[src/rtl/hctp_pkg.sv]
package hctp_pkg;

  // Result status codes
  localparam logic [1:0] StOk     = 2'd0;
  localparam logic [1:0] StBadNum = 2'd1;
  localparam logic [1:0] StNoPfx  = 2'd2;
  localparam logic [1:0] StBadHex = 2'd3;

  // Color reported when a token has no hex part
  localparam logic [31:0] NoColor = 32'h00FF_FFFF;

  // Character codes
  localparam logic [7:0] ChSpace = 8'h20;
  localparam logic [7:0] ChNl    = 8'h0A;
  localparam logic [7:0] ChMinus = 8'h2D;
  localparam logic [7:0] ChComma = 8'h2C;
  localparam logic [7:0] ChZero  = 8'h30;
  localparam logic [7:0] ChX     = 8'h78;

  // Byte classification handed from the classifier to the parser
  typedef struct packed {
    logic       is_sep;
    logic       is_minus;
    logic       is_comma;
    logic       is_zero;
    logic       is_x;
    logic       is_dec;
    logic       is_hex;
    logic [3:0] hex_val;
  } char_class_t;

endpackage

[src/rtl/hctp_if.sv]
interface hctp_in_if;
  logic       valid;
  logic       ready;
  logic [7:0] ch;

  modport source (output valid, output ch, input ready);
  modport sink   (input valid, input ch, output ready);
endinterface

interface hctp_out_if;
  logic               valid;
  logic               ready;
  logic signed [31:0] height;
  logic        [31:0] color;
  logic        [1:0]  status;

  modport source (output valid, output height, output color, output status, input ready);
  modport sink   (input valid, input height, input color, input status, output ready);
endinterface

[src/rtl/hctp_classify.sv]
module hctp_classify (
  input  logic [7:0]                ch_i,
  output hctp_pkg::char_class_t     cls_o
);

  logic is_lc_hex;
  logic is_uc_hex;

  assign is_lc_hex = (ch_i >= 8'h61) && (ch_i <= 8'h66);
  assign is_uc_hex = (ch_i >= 8'h41) && (ch_i <= 8'h46);

  always_comb begin
    cls_o.is_sep   = (ch_i == hctp_pkg::ChSpace) || (ch_i == hctp_pkg::ChNl);
    cls_o.is_minus = (ch_i == hctp_pkg::ChMinus);
    cls_o.is_comma = (ch_i == hctp_pkg::ChComma);
    cls_o.is_zero  = (ch_i == hctp_pkg::ChZero);
    cls_o.is_x     = (ch_i == hctp_pkg::ChX);
    cls_o.is_dec   = (ch_i >= 8'h30) && (ch_i <= 8'h39);
    cls_o.is_hex   = cls_o.is_dec || is_lc_hex || is_uc_hex;
    // letters a-f / A-F: low nibble 1..6 maps to 10..15
    if (cls_o.is_dec) begin
      cls_o.hex_val = ch_i[3:0];
    end else if (is_lc_hex || is_uc_hex) begin
      cls_o.hex_val = ch_i[3:0] + 4'd9;
    end else begin
      cls_o.hex_val = 4'd0;
    end
  end

endmodule

[src/rtl/height_color_token_parser.sv]
// Token parser for map text: one byte per item in, one result per ended token out.
// A separator passes the input stage, then the result register. One byte per cycle
// unless a separator waits on a full result slot; the per-byte update (multiply by
// ten or sixteen plus a digit) is one short combinational step between registers.
// Reset (rst_ni low, asynchronous): parser returns to start of token, pipeline empty.
module height_color_token_parser (
  input  logic              clk_i,
  input  logic              rst_ni,
  hctp_in_if.sink           in_i,
  hctp_out_if.source        out_o
);

  typedef enum logic [2:0] {
    PhIdle,
    PhMinus,
    PhDec,
    PhComma,
    PhZero,
    PhHex,
    PhErr
  } phase_e;

  // Input stage: one byte held
  logic       s1_valid_q;
  logic [7:0] s1_ch_q;

  // Token state
  phase_e      phase_q, phase_d;
  logic        neg_q, neg_d;
  logic [31:0] hacc_q, hacc_d;
  logic [31:0] cacc_q, cacc_d;
  logic        has_color_q, has_color_d;
  logic        open_q, open_d;
  logic [1:0]  err_q, err_d;

  // Result register
  logic        out_valid_q;
  logic [31:0] out_height_q;
  logic [31:0] out_color_q;
  logic [1:0]  out_status_q;

  hctp_pkg::char_class_t cls;

  logic        out_free;
  logic        s1_fire;
  logic        emit;
  logic [1:0]  st;
  logic [31:0] res_height;
  logic [31:0] res_color;

  hctp_classify u_classify (
    .ch_i  (s1_ch_q),
    .cls_o (cls)
  );

  // Result slot can take a new item when empty or being drained this cycle
  assign out_free = !out_valid_q || out_o.ready;
  // Non-separator bytes never need the result slot
  assign s1_fire  = s1_valid_q && (!cls.is_sep || out_free);
  assign in_i.ready = !s1_valid_q || s1_fire;

  assign out_o.valid  = out_valid_q;
  assign out_o.height = out_height_q;
  assign out_o.color  = out_color_q;
  assign out_o.status = out_status_q;

  // Status at token end
  always_comb begin
    case (phase_q)
      PhDec, PhHex:     st = hctp_pkg::StOk;
      PhMinus:          st = hctp_pkg::StBadNum;
      PhComma, PhZero:  st = hctp_pkg::StNoPfx;
      default:          st = err_q;
    endcase
  end

  always_comb begin
    if (st == hctp_pkg::StOk) begin
      res_height = neg_q ? (32'd0 - hacc_q) : hacc_q;
      res_color  = has_color_q ? cacc_q : hctp_pkg::NoColor;
    end else begin
      res_height = 32'd0;
      res_color  = 32'd0;
    end
  end

  // A separator only gives a result when a token is open
  assign emit = s1_fire && cls.is_sep && open_q;

  // Next token state
  always_comb begin
    phase_d     = phase_q;
    neg_d       = neg_q;
    hacc_d      = hacc_q;
    cacc_d      = cacc_q;
    has_color_d = has_color_q;
    open_d      = open_q;
    err_d       = err_q;
    if (s1_fire) begin
      if (cls.is_sep) begin
        phase_d     = PhIdle;
        neg_d       = 1'b0;
        hacc_d      = 32'd0;
        cacc_d      = 32'd0;
        has_color_d = 1'b0;
        open_d      = 1'b0;
        err_d       = hctp_pkg::StOk;
      end else begin
        open_d = 1'b1;
        case (phase_q)
          PhIdle: begin
            if (cls.is_minus) begin
              phase_d = PhMinus;
            end else if (cls.is_dec) begin
              hacc_d  = {28'd0, s1_ch_q[3:0]};
              phase_d = PhDec;
            end else if (cls.is_comma) begin
              phase_d = PhComma;
            end else begin
              err_d   = hctp_pkg::StBadNum;
              phase_d = PhErr;
            end
          end
          PhMinus: begin
            if (cls.is_dec) begin
              neg_d   = 1'b1;
              hacc_d  = {28'd0, s1_ch_q[3:0]};
              phase_d = PhDec;
            end else begin
              err_d   = hctp_pkg::StBadNum;
              phase_d = PhErr;
            end
          end
          PhDec: begin
            if (cls.is_dec) begin
              // acc * 10 + digit
              hacc_d = (hacc_q << 3) + (hacc_q << 1) + {28'd0, s1_ch_q[3:0]};
            end else if (cls.is_comma) begin
              phase_d = PhComma;
            end else begin
              err_d   = hctp_pkg::StBadNum;
              phase_d = PhErr;
            end
          end
          PhComma: begin
            if (cls.is_zero) begin
              phase_d = PhZero;
            end else begin
              err_d   = hctp_pkg::StNoPfx;
              phase_d = PhErr;
            end
          end
          PhZero: begin
            if (cls.is_x) begin
              has_color_d = 1'b1;
              cacc_d      = 32'd0;
              phase_d     = PhHex;
            end else begin
              err_d   = hctp_pkg::StNoPfx;
              phase_d = PhErr;
            end
          end
          PhHex: begin
            if (cls.is_hex) begin
              cacc_d = {cacc_q[27:0], cls.hex_val};
            end else begin
              err_d   = hctp_pkg::StBadHex;
              phase_d = PhErr;
            end
          end
          default: begin
            phase_d = PhErr;
          end
        endcase
      end
    end
  end

  always_ff @(posedge clk_i or negedge rst_ni) begin
    if (!rst_ni) begin
      s1_valid_q  <= 1'b0;
      phase_q     <= PhIdle;
      neg_q       <= 1'b0;
      hacc_q      <= 32'd0;
      cacc_q      <= 32'd0;
      has_color_q <= 1'b0;
      open_q      <= 1'b0;
      err_q       <= hctp_pkg::StOk;
      out_valid_q <= 1'b0;
    end else begin
      if (in_i.ready) begin
        s1_valid_q <= in_i.valid;
      end
      phase_q     <= phase_d;
      neg_q       <= neg_d;
      hacc_q      <= hacc_d;
      cacc_q      <= cacc_d;
      has_color_q <= has_color_d;
      open_q      <= open_d;
      err_q       <= err_d;
      if (emit) begin
        out_valid_q <= 1'b1;
      end else if (out_o.ready) begin
        out_valid_q <= 1'b0;
      end
    end
  end

  // Payload registers
  always_ff @(posedge clk_i) begin
    if (in_i.ready && in_i.valid) begin
      s1_ch_q <= in_i.ch;
    end
    if (emit) begin
      out_height_q <= res_height;
      out_color_q  <= res_color;
      out_status_q <= st;
    end
  end

endmodule
[src/flat_wrapper.sv]
// flat-port wrapper written by rule: the top's interface ports become plain ports
module height_color_token_parser_flat 
  (clk_i, rst_ni, in_i_valid, in_i_ch, in_i_ready, out_o_valid, out_o_height, out_o_color, out_o_status, out_o_ready);
  hctp_in_if in_i_i ();
  hctp_out_if out_o_i ();
  input  logic clk_i;
  input  logic rst_ni;
  input wire logic [$bits(in_i_i.valid)-1:0] in_i_valid;
  input wire logic [$bits(in_i_i.ch)-1:0] in_i_ch;
  output wire logic [$bits(in_i_i.ready)-1:0] in_i_ready;
  output wire logic [$bits(out_o_i.valid)-1:0] out_o_valid;
  output wire logic [$bits(out_o_i.height)-1:0] out_o_height;
  output wire logic [$bits(out_o_i.color)-1:0] out_o_color;
  output wire logic [$bits(out_o_i.status)-1:0] out_o_status;
  input wire logic [$bits(out_o_i.ready)-1:0] out_o_ready;
  assign in_i_i.valid = in_i_valid;
  assign in_i_i.ch = in_i_ch;
  assign in_i_ready = in_i_i.ready;
  assign out_o_valid = out_o_i.valid;
  assign out_o_height = out_o_i.height;
  assign out_o_color = out_o_i.color;
  assign out_o_status = out_o_i.status;
  assign out_o_i.ready = out_o_ready;
  height_color_token_parser u_core (.clk_i(clk_i), .rst_ni(rst_ni), .in_i(in_i_i), .out_o(out_o_i));
endmodule
[config.mk]
export PLATFORM = sky130hd
export DESIGN_NAME = height_color_token_parser_flat
export DESIGN_NICKNAME = d
export VERILOG_FILES = /design/src/rtl/hctp_pkg.sv /design/src/rtl/hctp_if.sv /design/src/rtl/hctp_classify.sv /design/src/rtl/height_color_token_parser.sv /design/src/flat_wrapper.sv
export SDC_FILE = /design/constraint.sdc
export NUM_CORES = 1
export LEC_CHECK = 0
export BUFFER_PORTS_ARGS = -buffer_cell sky130_fd_sc_hd__buf_2
export CAP_MARGIN = 5
export CORE_MARGIN = 1
export CORE_UTILIZATION = 40
export CTS_CLUSTER_SIZE = 30
export DETAILED_ROUTE_END_ITERATION = 8
export GPL_TIMING_DRIVEN = 0
export PLACE_DENSITY_LB_ADDON = 0.2
export SLEW_MARGIN = 20
export SYNTH_ARGS = -nofsm -noshare
export SYNTH_HDL_FRONTEND = slang
export SYNTH_SLANG_ARGS = --single-unit
export TNS_END_PERCENT = 1
[constraint.sdc]
create_clock -name clk_i -period 3.7 [get_ports clk_i]
set_clock_uncertainty 0.2 [all_clocks]
set_input_delay 0.185 -clock clk_i [delete_from_list [all_inputs] [get_ports clk_i]]
set_output_delay 0.185 -clock clk_i [all_outputs]
set_load 0.005 [all_outputs]
* Word level (Yosys, flattened, before mapping)
Cells that the tools add are included.
Storage, ports and cells: input port bits 12, flip-flop bits (word level) 148, logic and storage cells 122, output and inout bits 68
Cells by class: reductions and logical operators 36, $lt $le $gt $ge 6, eq/ne operators 20, muxes and demuxes 42, add/sub/neg operators 4
Operators by type and width (count):
- $mux 32 | 8
- $pmux 32 s3 | 1
- $pmux 32 s2 | 1
- $add 32x32->32 | 1
- $add 32x4->32 | 1
- $eq 8x6->1 const B | 4
- $sub 1x32->32 const A | 1
- $mux 24 | 1
- $mux 3 | 7
- $mux 2 | 10
- $ne 3x2->1 const B | 6
- $pmux 3 s6 | 1
- $ge 8x7->1 const B | 2
- $le 8x7->1 const B | 2
- $pmux 2 s6 | 1
- $reduce_bool 2->1 | 5
- $mux 1 | 9
- $ne 3x1->1 const B | 3
- $reduce_and 3->1 | 3
- $eq 8x4->1 const B | 1
- $eq 8x7->1 const B | 1
- $ge 8x6->1 const B | 1
- $le 8x6->1 const B | 1
- $mux 4 | 2
- 17 further kinds | 35

* Logic depth before layout (Yosys ltp)
word-level depth 8, mapped depth 13, depth with buffers taken out 12

* Hierarchy
From an unflattened synthesis, not the netlist that was laid out.
Unflattened totals: cell total of the unflattened synthesis 838, area, all modules 8657.1 um^2
By module, submodules not included:
- height_color_token_parser | sequential area each 4073.9 um^2, instances 1, area an instance 8336.7 um^2, cells each 797
- hctp_classify | sequential area each 0.0 um^2, instances 1, area an instance 320.3 um^2, cells each 41

* Worst setup path after synthesis
Ideal clock, no wire load.
path type flip-flop to flip-flop, from register u_core.s1_ch_q[2], to register u_core.out_color_q[0], in the netlist u_core.out_o.color[0], enable pin, period minus slack after synthesis 3949 ps, cell stages (with the launch flop) 8, setup slack -249 ps, required time 3068 ps, library setup time 432 ps, path buffers 2, arrival 3317 ps, cell sequence edfxtp_1 clkbuf_1 or4_1 a21oi_1 buf_2 nand2_1 nor2_2 and2_1
Between the ends: longest elaborated chain between the ends 7, elaborated cells on any way between the ends 8, those cells by class eq/ne (2); reduce/logical (6)
RTL lines:
- start: declaration | line height_color_token_parser.sv:25 | logic [7:0] s1_ch_q;
- start signal: assignment | line height_color_token_parser.sv:212 | s1_ch_q <= in_i.ch;
- $eq 8x6->1 / $eq 8x4->1 (equally long branches) | line hctp_classify.sv:13 | cls_o.is_sep = (ch_i == hctp_pkg::ChSpace) || (ch_i == hctp_pkg::ChNl);
- $logic_or 1x1->1 (*) | line hctp_classify.sv:13
- $logic_not 1->1 | line height_color_token_parser.sv:59 | assign s1_fire = s1_valid_q && (!cls.is_sep || out_free);
- $logic_or 1x1->1 | line height_color_token_parser.sv:59
- $logic_and 1x1->1 | line height_color_token_parser.sv:59
- $logic_and 1x1->1 (*) (2 in a row) | line height_color_token_parser.sv:88 | assign emit = s1_fire && cls.is_sep && open_q;
- net u_core.emit | line height_color_token_parser.sv:46 | logic emit;
- end signal: assignment | line height_color_token_parser.sv:216 | out_color_q <= res_color;
- end: declaration | line height_color_token_parser.sv:39 | logic [31:0] out_color_q;
Mark *: on every way through the listed nets, which the timed path passes. The rest lies on a longest branch. A chain may end at the register's enable or synchronous reset.

* Worst setup path after layout
from register u_core.hacc_q[4], to register u_core.out_height_q[31], in the netlist u_core.out_o.height[31] (data pin)
Between the ends: longest elaborated chain between the ends 2
RTL lines:
- start: declaration | line height_color_token_parser.sv:30 | logic [31:0] hacc_q, hacc_d;
- start signal: assignment | line height_color_token_parser.sv:184 | hacc_q <= 32'd0;
- start signal: assignment | line height_color_token_parser.sv:196 | hacc_q <= hacc_d;
- $sub 1x32->32 | line height_color_token_parser.sv:79 | res_height = neg_q ? (32'd0 - hacc_q) : hacc_q;
- $mux 32 | line height_color_token_parser.sv:79
- end signal: assignment | line height_color_token_parser.sv:215 | out_height_q <= res_height;
- end: declaration | line height_color_token_parser.sv:38 | logic [31:0] out_height_q;
Every way passes these cells.

==> impl_metrics.py <==
metrics = {
    "outcome": {
        "status": "completed",
    },
    "setup_path": {
        "path_cells": "or3_4 -> nor4_4 -> nand3_1 -> or4_4 -> or4_4 -> o31ai_2 -> xor2_1 -> nor2_1",
        "crit_path_end_kind": "flip-flop",
        "crit_path_frequent_cell": "or4_4",
        "cp.required_ps": 3670,
        "cp_max_fo": 5,
        "critical_path_class": "reg -> reg",
        "slowest_delay_ps": 500,
        "startpoint_type": "flip-flop",
        "slowest_stage": "or4_4",
        "arrival_ps": 3440,
    },
    "logic_synthesis": {
        "synth_fp_nets": 947,
        "ys.warnings.count": 0,
        "synth_area_leaders": "edfxtp_1 (26%), dfrtp_1 (22%), ha_1 (9.2%)",
        "syn_area_um2": 8560,
        "yosysMostFrequentCell": "nand2_1",
        "yosys.area.top_type": "edfxtp_1",
        "ys_seq_elements": 148,
        "yosys-top-cells-count": "nand2_1 (130), dfrtp_1 (74), edfxtp_1 (74), a21oi_1 (67)",
        "syn_area_per_cell_um2": 9.84,
        "synthCells": 870,
        "ys.flop_type": "edfxtp_1",
        "synth.yosys.seq_area_share_pct": 47.6,
        "synth-edff-count": 74,
        "ys_types": 69,
        "synthArstFlopShare_pct": 50.0,
        "synth_top_area_share_pct": 26.0,
    },
    "grt": {
        "grt.total_usage_pct": 19.3,
        "gr-total-overflow": 0,
        "grt_max_degree": 54,
        "grt_pass1_vias": 6410,
        "antenna_found_initial": 0,
        "grt_pass1_wl_um": 33300,
    },
    "route": {
        "ant_nets": 0,
        "drc": 0,
        "drt_pass1_iterations": 5,
        "routed_wl_um": 19800,
        "vias": 6609,
        "vias_per_cell": 5.20,
        "drt_iter0_drc": 523,
        "post_drt_wl_per_cell_um": 15.6,
    },
    "floorplanning": {
        "io_pins": 80,
        "initial_core_util_pct": 40.7,
        "dieArea_um2": 22000,
        "die_h_um": 148,
        "die_w_um": 148,
        "rows": 53,
        "coreArea_um2": 21000,
    },
    "timing": {
        "maxSlewViolCount": 0,
        "period_share_pct": 93.8,
        "hold_violations": 0,
        "tightest_slew_ps": 937,
        "whs_ps": 33.1,
        "setup_violations": 0,
        "slew_headroom_pct": 37.4,
        "setup_tns_ps": 0,
        "fmax_mhz": 288,
        "period_minus_slack_ps": 3470,
        "rsz0062_at_grt": "true",
    },
    "final_layout": {
        "antenna_cells": 0,
        "nets": 1060,
        "fillCellCount": 1946,
        "fin_util_pct": 48.3,
        "drive_gt1_share_pct": 14.2,
        "area_delta_synth_final_pct": 18.5,
        "final_cells": 1271,
    },
    "clocking": {
        "cts_root_buffer": "clkbuf_16",
        "cts_tree": "yes",
        "htree_levels": 4,
        "cts_buffer_depth": 2,
        "numClockSinks": 148,
        "clock_latency_ps": 430,
        "cts_buffers": 17,
        "cts.reportedPaths.clkPinSlew_ps": 70,
    },
    "placement": {
        "dp.cells": 1226,
        "dp.final_hpwl_um": 14100,
        "io_buffers": 79,
        "place.gp.congestion": 0.887,
    },
    "power": {
        "power_per_cell_area_nw_per_um2": 608,
        "leakage_nw": 4.34,
        "power.total_w": 0.00617,
        "peakVddDrop_mv": 0.369,
    },
    "min_path": {
        "hold_path.class": "in -> async",
    },
    "run": {
        "maxCapViolations": 0,
    },
}
-- state kept, by name, summed over array words and instances, names as in the netlist --
signal               cells
u_core.cacc_q           32
u_core.hacc_q           32
u_core.out_o.color      32
u_core.out_o.height     32
u_core.s1_ch_q           8
u_core.phase_q           3
u_core.err_q             2
u_core.out_o.status      2
u_core.has_color_q       1
u_core.neg_q             1
u_core.open_q            1
u_core.out_o.valid       1
u_core.s1_valid_q        1
-- final timing paths --
check	startpoint	to	slack (ps)	cells past startpoint
setup / recovery	u_core.hacc_q[4]$_DFFE_PN0P_	u_core.out_o.height[31]$_SDFFCE_PP0P_	230	8
max in group asynchronous	rst_ni	u_core.cacc_q[21]$_DFFE_PN0P_	2660	3
setup reg to reg	u_core.hacc_q[4]$_DFFE_PN0P_	u_core.out_o.height[31]$_SDFFCE_PP0P_	230	8
hold reg to reg	u_core.cacc_q[31]$_DFFE_PN0P_	u_core.cacc_q[31]$_DFFE_PN0P_	280	2
min in group clk_i	in_i_ch[0]	u_core.s1_ch_q[0]$_DFFE_PP_	260	2
hold / removal	rst_ni	u_core.hacc_q[24]$_DFFE_PN0P_	30	2
-- through the flow --
step	setup WS, ps	cell area, µm²
3_3_place_gp	-410	9300
6_report	230	10100
5_1_grt	-25.4	10100
4_1_cts	42.7	10100
2_1_floorplan	394	8560
3_5_place_dp	-284	9360
-- cell usage in the layout (no fill, tap or decap), drive strengths merged, types with 5 or more instances in the layout --
cell,n
or3,5
edfxtp,74
dfrtp,74
xor2,40
inv,52
nand4,6
ha,63
clkbuf,52
nand2b,10
mux2i,6
nor3,8
a21oi,68
xnor2,15
nor4,5
dlygate4sd3,12
nor3b,7
clkinv,5
and3,18
nand3,11
o31ai,16
a22o,5
nor2,59
or4,6
nand2,130
nor2b,6
buf,86
a31oi,8
a21o,14
o21ai,80
-- cells by family (layout without fill, tap and decap cells) --
logic type | after synthesis | count (layout) | synth area share [%]
AND/OR/NAND/NOR | 286 | 286 | 16.4
AO/OA/AOI/OAI | 224 | 224 | 15.7
flip-flops | 148 | 148 | 47.6
buffers and inverters | 83 | 209 | 3.90
adder cells (fa/ha/maj) | 65 | 65 | 9.68
XOR/XNOR | 55 | 55 | 5.63
multiplexers | 9 | 9 | 1.10
-- where the power goes --
group	switching (W)	internal, W	total [W]
sequential	0.000242	0.00193	0.00217
combinational	0.00124	0.000939	0.00218
clock	0.000775	0.00105	0.00182
-- critical path, delay by kind of cell, from the launching register on --
| family | cells | cell delay [ps] |
|---|---|---|
| compound gates | 1 | 270 |
| simple gates | 6 | 2010 |
| flops | 1 | 450 |
| xor+xnor | 1 | 290 |
-- layer usage --
layer	part of all wire [%]	vias to the layer above	track usage, %	wire length (µm)
li1	-	3340	-	-
met1	50	3098	27.8	9960
met2	44	152	28.9	8660
met3	4.6	19	3.90	919
met4	1.4	0	6.13	277
met5	0	-	0	0
-- layout make-up --
cell class	count	area, µm²	area share, %
Clock buffer	18	439	4.33
Clock inverter	14	185	1.83
Tap cell	275	344	3.39
Sequential cell	148	4080	40.2
Buffer	37	161	1.59
Inverter	45	169	1.67
Multi-Input combinational cell	639	4180	41.2
Timing Repair Buffer	95	588	5.80
-- what timing repair did --
| action | CTS | global route |
|---|---|---|
| pin swaps | 0 | 1 |
| gates resized for setup | 4 | 4 |
| setup buffers | 0 | 2 |
| hold buffers | 12 | 0 |
| setup endpoints to repair | 15 | 13 |
| endpoints found under the hold margin | 84 | 0 |
(Power assumes the default switching activity.)
